$ cat src/rtl/core/srids_pkg.sv
// ----------------------------------------------------------------------------
// srids_pkg: shared types and helpers for sparse row inverse diagonal scaling
// Item and result payloads, queue entry types, state codes and the clamp to
// the signed 32-bit fixed-point range.
// ----------------------------------------------------------------------------
`default_nettype none

package srids_pkg;

  localparam int INDEX_BITS_DEF = 16;
  localparam int FRAC_BITS_DEF  = 16;
  localparam int IDX_W          = 16;
  localparam int VAL_W          = 32;

  localparam logic [VAL_W-1:0] POS_MAX = 32'h7FFF_FFFF;
  localparam logic [63:0]      POS_LIM = 64'h0000_0000_7FFF_FFFF;
  localparam logic [63:0]      NEG_LIM = 64'h0000_0000_8000_0000;

  typedef struct packed {
    logic                    command;
    logic                    first_in_row;
    logic [IDX_W-1:0]        row_index;
    logic [IDX_W-1:0]        col_index;
    logic signed [VAL_W-1:0] value;
  } in_item_t;

  typedef struct packed {
    logic signed [VAL_W-1:0] scaled_value;
    logic                    saturated;
    logic                    no_diagonal;
  } out_item_t;

  typedef enum logic [1:0] {
    KIND_ENTRY,
    KIND_OPEN_DIAG,
    KIND_OPEN_OFF,
    KIND_RHS
  } item_kind_t;

  typedef struct packed {
    item_kind_t              kind;
    logic signed [VAL_W-1:0] value;
  } queue_item_t;

  typedef struct packed {
    logic        valid;
    queue_item_t item;
  } queue_stat_t;

  typedef enum logic [1:0] {
    BK_IDLE,
    BK_DIV,
    BK_MUL,
    BK_RND
  } back_state_t;

  typedef struct packed {
    logic [VAL_W-1:0] bits;
    logic             sat;
  } clamp_t;

  function automatic logic [VAL_W-1:0] mag32(input logic signed [VAL_W-1:0] v);
    logic [VAL_W-1:0] m;
    m = v[VAL_W-1] ? (32'd0 - v) : v;
    return m;
  endfunction

  // Clamp a sign and magnitude to 32-bit two's complement.
  function automatic clamp_t clamp_mag(input logic neg, input logic [63:0] m);
    clamp_t r;
    r.sat = 1'b0;
    if (neg) begin
      if (m > NEG_LIM) begin
        r.sat  = 1'b1;
        r.bits = NEG_LIM[VAL_W-1:0];
      end else begin
        r.bits = 32'd0 - m[VAL_W-1:0];
      end
    end else begin
      if (m > POS_LIM) begin
        r.sat  = 1'b1;
        r.bits = POS_MAX;
      end else begin
        r.bits = m[VAL_W-1:0];
      end
    end
    return r;
  endfunction

endpackage

`default_nettype wire

$ cat src/rtl/core/srids_front.sv
// ----------------------------------------------------------------------------
// srids_front: request classifier and two-entry queue
// Sorts each incoming request into row opening (diagonal or not), plain entry
// or right-hand side, and holds it until the back end takes it.
// ----------------------------------------------------------------------------
`default_nettype none

module srids_front #(
  parameter int INDEX_BITS = srids_pkg::INDEX_BITS_DEF
) (
  input  wire                    clk,
  input  wire                    rst_n,
  input  wire                    in_valid,
  output logic                   in_stall,
  input  srids_pkg::in_item_t    in_data,
  output srids_pkg::queue_stat_t q_stat,
  input  wire                    q_pop
);

  localparam int CMP_W = (INDEX_BITS < srids_pkg::IDX_W) ? INDEX_BITS : srids_pkg::IDX_W;

  srids_pkg::queue_item_t mem_r [2];
  logic                   wr_ptr_r, wr_ptr_nxt;
  logic                   rd_ptr_r, rd_ptr_nxt;
  logic [1:0]             count_r, count_nxt;
  logic                   push;
  srids_pkg::queue_item_t new_item;

  assign in_stall = (count_r == 2'd2);
  assign push     = in_valid & ~in_stall;

  always_comb begin
    new_item.value = in_data.value;
    if (in_data.command) begin
      new_item.kind = srids_pkg::KIND_RHS;
    end else if (in_data.first_in_row) begin
      if (in_data.col_index[CMP_W-1:0] == in_data.row_index[CMP_W-1:0]) begin
        new_item.kind = srids_pkg::KIND_OPEN_DIAG;
      end else begin
        new_item.kind = srids_pkg::KIND_OPEN_OFF;
      end
    end else begin
      new_item.kind = srids_pkg::KIND_ENTRY;
    end
  end

  always_comb begin
    wr_ptr_nxt = push  ? ~wr_ptr_r : wr_ptr_r;
    rd_ptr_nxt = q_pop ? ~rd_ptr_r : rd_ptr_r;
    count_nxt  = count_r + {1'b0, push} - {1'b0, q_pop};
  end

  always_ff @(posedge clk) begin
    if (!rst_n) begin
      wr_ptr_r <= 1'b0;
      rd_ptr_r <= 1'b0;
      count_r  <= 2'd0;
    end else begin
      wr_ptr_r <= wr_ptr_nxt;
      rd_ptr_r <= rd_ptr_nxt;
      count_r  <= count_nxt;
    end
  end

  always_ff @(posedge clk) begin
    if (push) begin
      mem_r[wr_ptr_r] <= new_item;
    end
  end

  assign q_stat.valid = (count_r != 2'd0);
  assign q_stat.item  = mem_r[rd_ptr_r];

endmodule

`default_nettype wire

$ cat src/rtl/core/srids_recip.sv
// ----------------------------------------------------------------------------
// srids_recip: fixed-point reciprocal
// Restoring divider, one quotient bit per cycle, giving the rounded and
// clamped value of 2^(2*FRAC_BITS) / value for a nonzero value.
// ----------------------------------------------------------------------------
`default_nettype none

module srids_recip #(
  parameter int FRAC_BITS = srids_pkg::FRAC_BITS_DEF
) (
  input  wire                   clk,
  input  wire                   rst_n,
  input  wire                   start,
  input  wire signed [31:0]     value,
  output logic                  done,
  output srids_pkg::clamp_t     result
);

  localparam int NUM_W = ((2 * FRAC_BITS > 31) ? 2 * FRAC_BITS : 31) + 1;
  localparam int CNT_W = $clog2(NUM_W + 1);

  logic             busy_r, busy_nxt;
  logic             done_r, done_nxt;
  logic             neg_r, neg_nxt;
  logic [31:0]      div_r, div_nxt;
  logic [NUM_W-1:0] num_r, num_nxt;
  logic [32:0]      rem_r, rem_nxt;
  logic [NUM_W-1:0] quo_r, quo_nxt;
  logic [CNT_W-1:0] cnt_r, cnt_nxt;
  logic [32:0]      rem_sh;
  logic [33:0]      diff;
  logic             ge;

  assign rem_sh = {rem_r[31:0], num_r[NUM_W-1]};
  assign diff   = {1'b0, rem_sh} - {2'b00, div_r};
  assign ge     = ~diff[33];

  always_comb begin
    logic [31:0] mag;
    mag      = srids_pkg::mag32(value);
    busy_nxt = busy_r;
    done_nxt = 1'b0;
    neg_nxt  = neg_r;
    div_nxt  = div_r;
    num_nxt  = num_r;
    rem_nxt  = rem_r;
    quo_nxt  = quo_r;
    cnt_nxt  = cnt_r;
    if (start) begin
      // Numerator carries half the divisor so the quotient comes out rounded.
      neg_nxt  = value[31];
      div_nxt  = mag;
      num_nxt  = (NUM_W'(1) << (2 * FRAC_BITS)) + NUM_W'(mag >> 1);
      rem_nxt  = 33'd0;
      quo_nxt  = '0;
      cnt_nxt  = CNT_W'(NUM_W);
      busy_nxt = 1'b1;
    end else if (busy_r) begin
      num_nxt = num_r << 1;
      rem_nxt = ge ? diff[32:0] : rem_sh;
      quo_nxt = {quo_r[NUM_W-2:0], ge};
      cnt_nxt = cnt_r - CNT_W'(1);
      if (cnt_r == CNT_W'(1)) begin
        busy_nxt = 1'b0;
        done_nxt = 1'b1;
      end
    end
  end

  always_ff @(posedge clk) begin
    if (!rst_n) begin
      busy_r <= 1'b0;
      done_r <= 1'b0;
    end else begin
      busy_r <= busy_nxt;
      done_r <= done_nxt;
    end
  end

  always_ff @(posedge clk) begin
    neg_r <= neg_nxt;
    div_r <= div_nxt;
    num_r <= num_nxt;
    rem_r <= rem_nxt;
    quo_r <= quo_nxt;
    cnt_r <= cnt_nxt;
  end

  assign done   = done_r;
  assign result = srids_pkg::clamp_mag(neg_r, 64'(quo_r));

endmodule

`default_nettype wire

$ cat src/rtl/core/srids_back.sv
// ----------------------------------------------------------------------------
// srids_back: row scale state and scaling datapath
// Keeps the open row's scale, starts the reciprocal on a nonzero diagonal row opening,
// multiplies each value by the scale, rounds, clamps and registers the result.
// ----------------------------------------------------------------------------
`default_nettype none

module srids_back #(
  parameter int FRAC_BITS = srids_pkg::FRAC_BITS_DEF
) (
  input  wire                    clk,
  input  wire                    rst_n,
  input  srids_pkg::queue_stat_t q_stat,
  output logic                   q_pop,
  output logic                   div_start,
  output logic signed [31:0]     div_value,
  input  wire                    div_done,
  input  srids_pkg::clamp_t      div_result,
  output logic                   out_valid,
  input  wire                    out_stall,
  output srids_pkg::out_item_t   out_data
);

  srids_pkg::back_state_t state_r, state_nxt;
  srids_pkg::item_kind_t  kind_r, kind_nxt;
  logic signed [31:0]     val_r, val_nxt;
  logic [31:0]            scale_r, scale_nxt;
  logic                   has_r, has_nxt;
  logic                   rsat_r, rsat_nxt;
  logic [63:0]            prod_r, prod_nxt;
  logic                   pneg_r, pneg_nxt;
  logic                   out_valid_r, out_valid_nxt;
  srids_pkg::out_item_t   out_data_r, out_data_nxt;

  logic [31:0]            scale_eff;
  logic [63:0]            rnd;
  srids_pkg::clamp_t      res;
  logic                   out_free;

  assign scale_eff = has_r ? scale_r : 32'd0;
  assign rnd       = (prod_r + (64'd1 << (FRAC_BITS - 1))) >> FRAC_BITS;
  assign res       = srids_pkg::clamp_mag(pneg_r && (rnd != 64'd0), rnd);
  assign out_free  = ~out_valid_r | ~out_stall;
  assign div_value = q_stat.item.value;

  always_comb begin
    state_nxt     = state_r;
    kind_nxt      = kind_r;
    val_nxt       = val_r;
    scale_nxt     = scale_r;
    has_nxt       = has_r;
    rsat_nxt      = rsat_r;
    prod_nxt      = prod_r;
    pneg_nxt      = pneg_r;
    out_data_nxt  = out_data_r;
    out_valid_nxt = out_valid_r & out_stall;
    q_pop         = 1'b0;
    div_start     = 1'b0;
    unique case (state_r)
      srids_pkg::BK_IDLE: begin
        if (q_stat.valid) begin
          q_pop     = 1'b1;
          kind_nxt  = q_stat.item.kind;
          val_nxt   = q_stat.item.value;
          rsat_nxt  = 1'b0;
          state_nxt = srids_pkg::BK_MUL;
          case (q_stat.item.kind)
            srids_pkg::KIND_OPEN_DIAG: begin
              has_nxt = 1'b1;
              if (q_stat.item.value == 32'sd0) begin
                // A zero diagonal acts like an infinite reciprocal.
                scale_nxt = srids_pkg::POS_MAX;
                rsat_nxt  = 1'b1;
              end else begin
                div_start = 1'b1;
                state_nxt = srids_pkg::BK_DIV;
              end
            end
            srids_pkg::KIND_OPEN_OFF: begin
              scale_nxt = 32'd0;
              has_nxt   = 1'b0;
            end
            default: begin
            end
          endcase
        end
      end
      srids_pkg::BK_DIV: begin
        if (div_done) begin
          scale_nxt = div_result.bits;
          rsat_nxt  = div_result.sat;
          state_nxt = srids_pkg::BK_MUL;
        end
      end
      srids_pkg::BK_MUL: begin
        prod_nxt  = {32'd0, srids_pkg::mag32(val_r)} * {32'd0, srids_pkg::mag32(scale_eff)};
        pneg_nxt  = val_r[31] ^ scale_eff[31];
        state_nxt = srids_pkg::BK_RND;
      end
      srids_pkg::BK_RND: begin
        if (out_free) begin
          out_data_nxt.scaled_value = res.bits;
          out_data_nxt.saturated    = res.sat | rsat_r;
          out_data_nxt.no_diagonal  = ~has_r;
          out_valid_nxt             = 1'b1;
          if (kind_r == srids_pkg::KIND_RHS) begin
            scale_nxt = 32'd0;
            has_nxt   = 1'b0;
          end
          state_nxt = srids_pkg::BK_IDLE;
        end
      end
      default: begin
        state_nxt = srids_pkg::BK_IDLE;
      end
    endcase
  end

  always_ff @(posedge clk) begin
    if (!rst_n) begin
      state_r     <= srids_pkg::BK_IDLE;
      scale_r     <= 32'd0;
      has_r       <= 1'b0;
      out_valid_r <= 1'b0;
    end else begin
      state_r     <= state_nxt;
      scale_r     <= scale_nxt;
      has_r       <= has_nxt;
      out_valid_r <= out_valid_nxt;
    end
  end

  always_ff @(posedge clk) begin
    kind_r     <= kind_nxt;
    val_r      <= val_nxt;
    rsat_r     <= rsat_nxt;
    prod_r     <= prod_nxt;
    pneg_r     <= pneg_nxt;
    out_data_r <= out_data_nxt;
  end

  assign out_valid = out_valid_r;
  assign out_data  = out_data_r;

endmodule

`default_nettype wire

$ cat src/rtl/core/sparse_row_inverse_diag_scale.sv
// ----------------------------------------------------------------------------
// sparse_row_inverse_diag_scale: Jacobi row scaling of a sparse row stream
// Scales each row's entries and right-hand side by the reciprocal of the
// row's leading diagonal, in signed fixed point with saturation.
// ----------------------------------------------------------------------------
// Each request gives one result, in order. Requests enter a two-entry queue
// and the back end handles one at a time: a plain entry, an off-diagonal row
// opening or a right-hand-side value passes through three steps (pick up,
// multiply, round and clamp), and the next request is picked up only once
// the last one is rounded and clamped. A row that opens on a nonzero diagonal
// also runs the bit-serial reciprocal between pick-up and multiply, once per
// row. A full queue raises in_stall; a result waits in the output register
// under out_stall while the next request is being worked.
`default_nettype none

module sparse_row_inverse_diag_scale #(
  parameter int INDEX_BITS = srids_pkg::INDEX_BITS_DEF,
  parameter int FRAC_BITS  = srids_pkg::FRAC_BITS_DEF
) (
  input  wire                  clk,
  input  wire                  rst_n,
  input  wire                  in_valid,
  output logic                 in_stall,
  input  srids_pkg::in_item_t  in_data,
  output logic                 out_valid,
  input  wire                  out_stall,
  output srids_pkg::out_item_t out_data
);

  srids_pkg::queue_stat_t q_stat;
  logic                   q_pop;
  logic                   div_start;
  logic signed [31:0]     div_value;
  logic                   div_done;
  srids_pkg::clamp_t      div_result;

  srids_front #(
    .INDEX_BITS(INDEX_BITS)
  ) u_front (
    .clk     (clk),
    .rst_n   (rst_n),
    .in_valid(in_valid),
    .in_stall(in_stall),
    .in_data (in_data),
    .q_stat  (q_stat),
    .q_pop   (q_pop)
  );

  srids_recip #(
    .FRAC_BITS(FRAC_BITS)
  ) u_recip (
    .clk   (clk),
    .rst_n (rst_n),
    .start (div_start),
    .value (div_value),
    .done  (div_done),
    .result(div_result)
  );

  srids_back #(
    .FRAC_BITS(FRAC_BITS)
  ) u_back (
    .clk       (clk),
    .rst_n     (rst_n),
    .q_stat    (q_stat),
    .q_pop     (q_pop),
    .div_start (div_start),
    .div_value (div_value),
    .div_done  (div_done),
    .div_result(div_result),
    .out_valid (out_valid),
    .out_stall (out_stall),
    .out_data  (out_data)
  );

  // The back end never takes a request from an empty queue.
  assert property (@(posedge clk) disable iff (!rst_n) q_pop |-> q_stat.valid)
    else $error("queue popped while empty");

  // A full queue must hold a request for the back end.
  assert property (@(posedge clk) disable iff (!rst_n) in_stall |-> q_stat.valid)
    else $error("input stalled with nothing queued");

  // The reciprocal only starts on a request just taken from the queue.
  assert property (@(posedge clk) disable iff (!rst_n) div_start |-> q_pop)
    else $error("reciprocal started without a request");

  // The reciprocal does not report done straight after a start.
  assert property (@(posedge clk) disable iff (!rst_n) div_start |=> !div_done)
    else $error("reciprocal finished too early");

endmodule

`default_nettype wire

$ cat config.mk
export PLATFORM = sky130hd
export DESIGN_NAME = sparse_row_inverse_diag_scale
export DESIGN_NICKNAME = d
export VERILOG_FILES = /design/src/rtl/core/srids_pkg.sv /design/src/rtl/core/srids_front.sv /design/src/rtl/core/srids_recip.sv /design/src/rtl/core/srids_back.sv /design/src/rtl/core/sparse_row_inverse_diag_scale.sv
export SDC_FILE = /design/constraint.sdc
export NUM_CORES = 2
export LEC_CHECK = 0
export ABC_CLOCK_PERIOD_IN_PS = 17800
export BUFFER_PORTS_ARGS = -buffer_cell sky130_fd_sc_hd__clkbuf_2
export CORE_MARGIN = 2
export CORE_UTILIZATION = 60
export CTS_BUF_LIST = sky130_fd_sc_hd__clkbuf_8
export DETAILED_ROUTE_END_ITERATION = 6
export HOLD_SLACK_MARGIN = 0.15
export PLACE_DENSITY = 0.76
export SLEW_MARGIN = 5
export SYNTH_ARGS = -nofsm -noshare
export SYNTH_HDL_FRONTEND = slang
export SYNTH_SLANG_ARGS = --single-unit
$ cat constraint.sdc
create_clock -name clk -period 17.8 [get_ports clk]
set_input_delay 0.89 -clock clk [delete_from_list [all_inputs] [get_ports clk]]
set_output_delay 0.89 -clock clk [all_outputs]
set_load 0.005 [all_outputs]
==> key figures <==
GRT
  – Total routing usage reported by global routing: 35.4%
  – First-pass GRT wire length: 241 mm
  – Grt ovf: 0
  – Maximum number of pins on one net before global-route repair: 97
  – Number of global-route vias before repair: 42400
  – Number of antenna violations at the first check in global routing: 3

Run status
  – Outcome: complete, but fails checks
  – Violated checks: DRC

CTS
  – Number of buffers added to fix hold violations after cts: 0
  – CTS tree: yes
  – Clock buffer depth: 3
  – Number of buffers inserted during clock tree synthesis: 61
  – Clock Pin Slew Worst Setup and Hold Paths: 0.07 ns
  – Setup repair bufs after CTS: 0
  – Root cell of the clock tree: sky130_fd_sc_hd__clkbuf_8
  – H-tree depth: 2
  – Gates resized, CTS repair: 0
  – Source-to-sink clock delay at the later pin of the worst-skew pair: 0.78 ns
  – Number of sinks handled by clock tree synthesis: 367

Logic synthesis
  – Area share of the largest cell type after synthesis: 34.5%
  – Commonest cells in the netlist: sky130_fd_sc_hd__inv_1, sky130_fd_sc_hd__fa_1, sky130_fd_sc_hd__nand2_1
  – Most common cell in the synthesized netlist: sky130_fd_sc_hd__inv_1
  – Syn_area_per_cell: 8.98 um2
  – Synthesized instance count: 5794
  – Main area contributors after synthesis: sky130_fd_sc_hd__fa_1, sky130_fd_sc_hd__edfxtp_1, sky130_fd_sc_hd__inv_1
  – Post-synthesis cell type count: 90
  – Post-synth top flop: sky130_fd_sc_hd__edfxtp_1
  – Cell area after synthesis: 0.0520 mm2
  – Synthesized Nets: 7068
  – Synthesis warning total: 0
  – Post-synthesis cell type with the largest combined area: sky130_fd_sc_hd__fa_1
  – Flop and latch count out of synthesis: 367
  – Async SR Flop Fraction: 0%
  – Number of synthesized flops with an enable pin: 253
  – Part of the Yosys area used for sequential elements: 19.0%

Die
  – Total core area: 0.0855 mm2
  – Die Width: 298 um
  – Top-level I/O count: 106
  – Placement row count: 107
  – Height of the chip: 298 um
  – Initial standard-cell utilization of the core: 60.8%
  – Die outline area: 0.0891 mm2

Critical path
  – Arrival time reported for the critical path endpoint: 12.63 ns
  – Critical path capture point type: flip-flop
  – Crit-path max cell delay: 0.78 ns
  – R2r setup slk: 5.69 ns
  – Worst path slowest cell: sky130_fd_sc_hd__nand2b_1
  – Top fanout value on the critical path: 42
  – Critical path class: flip-flop to flip-flop
  – Required time of the critical path: 18.33 ns
  – Element type at the critical path start: flip-flop
  – Most numerous cell on the critical path: sky130_fd_sc_hd__fa_1

Drt
  – Detailed-router iteration count before antenna repair: 7
  – Iteration-0 DRC Markers: 4273
  – Vias after detailed routing: 41600
  – Per-cell via count in the routed design: 5.94
  – Wire length after detailed routing: 155 mm
  – Post-route ant nets: 0
  – WL per Instance: 22.2 um
  – Remaining routing DRC violations: 2

Placed design
  – Area after DPL: 0.0540 mm2
  – Sum of net half-perimeters after detailed placement: 120 mm
  – Number of buffers added on ports: 105
  – Final estimated routing congestion in global placement: 1.03

Timing
  – Number of max-slew violations in the final report: 0
  – Final worst clock skew: 0.0641 ns
  – Transition time of the tightest slew-check pin: 1.32 ns
  – Hold violation count in the final report: 0
  – Tightest hold margin: 0.304 ns
  – Achievable frequency: 82.6 MHz
  – Slew HR: 11.6%
  – Setup tns final: 0 ns
  – Count of endpoints failing setup in the final report: 0
  – Clock period minus final worst setup slack: 12.11 ns
  – Fraction of the cycle the final worst path needs: 68.0%
  – Unrepaired setup endpoints after global routing: false

Pwr
  – Peak supply drop: 203 uV
  – Reported net switching power: 4.69 mW
  – Leakage Power: 26.3 nW
  – Internal cell power: 3.73 mW
  – Sequential Power Share: 18.4%
  – Switching power share of the total: 55.7%
  – Post-route total power: 8.42 mW
  – Clk pwr share: 9.1%
  – Share of power burned in combinational logic: 72.5%
  – Power per cell area: 153 mW/mm2

Final layout
  – Area growth from synthesis to layout: 6.07%
  – Ratio of cells with drive above 1 in the final layout: 6.88%
  – Cell area after layout: 0.0552 mm2
  – Final Net Count: 7068

Run
  – Max Cap Violations: 0

Hold path
  – Type of the most critical hold path: primary input to flip-flop
[layout make-up]
class | instances | area [um2]
Antenna cell | 1 | 2.50
Multi-Input combinational cell | 4076 | 37200
Tap cell | 1144 | 1430
Inverter | 1068 | 4010
Clock inverter | 49 | 313
Fill cell | 6997 | 30400
Sequential cell | 367 | 9880
Timing Repair Buffer | 220 | 1390
Clock buffer | 66 | 908
[path summary, 6_finish.rpt]
path	start	end	cells after the start
max	u_back.has_r	u_back.prod_r[54]	35
min	in_data[14]	u_front.mem_r[0][14]	1
max reg2reg	u_back.has_r	u_back.prod_r[54]	35
min reg2reg	u_recip.rem_r[28]	u_recip.rem_r[28]	2
[per-layer routing]
layer	wire (um)	vias up	GRT usage, %
met1	56900	20400	45.2
li1	-	18100	-
met3	19700	627	11.0
met5	58	-	0
met4	10500	6	19.9
met2	67900	2416	53.7
[worst max-delay path: cells and delay by family (launching register included)]
| kind | cells | cell delay (ns) |
|---|---|---|
| flip-flops | 1 | 0.31 |
| adder cells (fa/ha/maj) | 10 | 4.67 |
| AND/OR/NAND/NOR | 8 | 2.65 |
| XOR/XNOR | 2 | 0.27 |
| buffers and inverters | 6 | 0.99 |
| AO/OA/AOI/OAI | 9 | 2.91 |
[state kept, by name (all words and copies together) (netlist names), 6 cells and up, named ones only]
name and count:
u_back.out_data 34, u_back.prod_r 49, u_back.scale_r 32, u_back.val_r 32
u_front.mem_r 68, u_recip.cnt_r 6, u_recip.div_r 32, u_recip.num_r 33
u_recip.quo_r 33, u_recip.rem_r 32
[power groups by stage]
| stage | registers (mW) | clock network [mW] | logic, mW |
|---|---|---|---|
| after CTS | 1.54 | 0.780 | 5.98 |
| after global routing | 1.57 | 0.816 | 6.68 |
| after floorplan | 1.45 | 0 | 4.07 |
| final | 1.55 | 0.767 | 6.10 |
| after global placement | 1.54 | 0 | 5.78 |
| after detailed placement | 1.55 | 0 | 5.95 |
[cells by family (layout without fill, tap and decap cells)]
family                   count (synthesis)  in the layout  share of synthesized area (%)
AO/OA/AOI/OAI                          639            639                           7.74
XOR/XNOR                               249            249                           4.19
adder cells (fa/ha/maj)               1204           1204                           41.9
buffers and inverters                 1351           1403                           9.85
flip-flops                             367            367                           19.0
multiplexers                            84             84                           1.68
other                                    0              1                              0
AND/OR/NAND/NOR                       1900           1900                           15.7
[layout by cell type (no fill, tap or decap), drive strengths merged, types with 39 or more instances in the layout]
master / n
inv: 1088
o21ai: 169
edfxtp: 253
ha: 308
xnor2: 141
nor3: 68
dfxtp: 114
a21oi: 197
nand2b: 55
fa: 896
clkbuf: 171
mux2i: 61
nand2: 789
nor2: 699
nand4: 39
xor2: 108
nand3: 76
buf: 115
a21o: 51
[through the flow]
step	setup WS [ns]	cells	util, %
after floorplan	7.99	5794	-
after global placement	6.19	6875	63.1
after CTS	5.93	6990	64.5
after detailed placement	5.94	6875	63.1
after global routing	5.18	6991	64.5
final	5.69	6991	64.5
(Power assumes the default switching activity.)
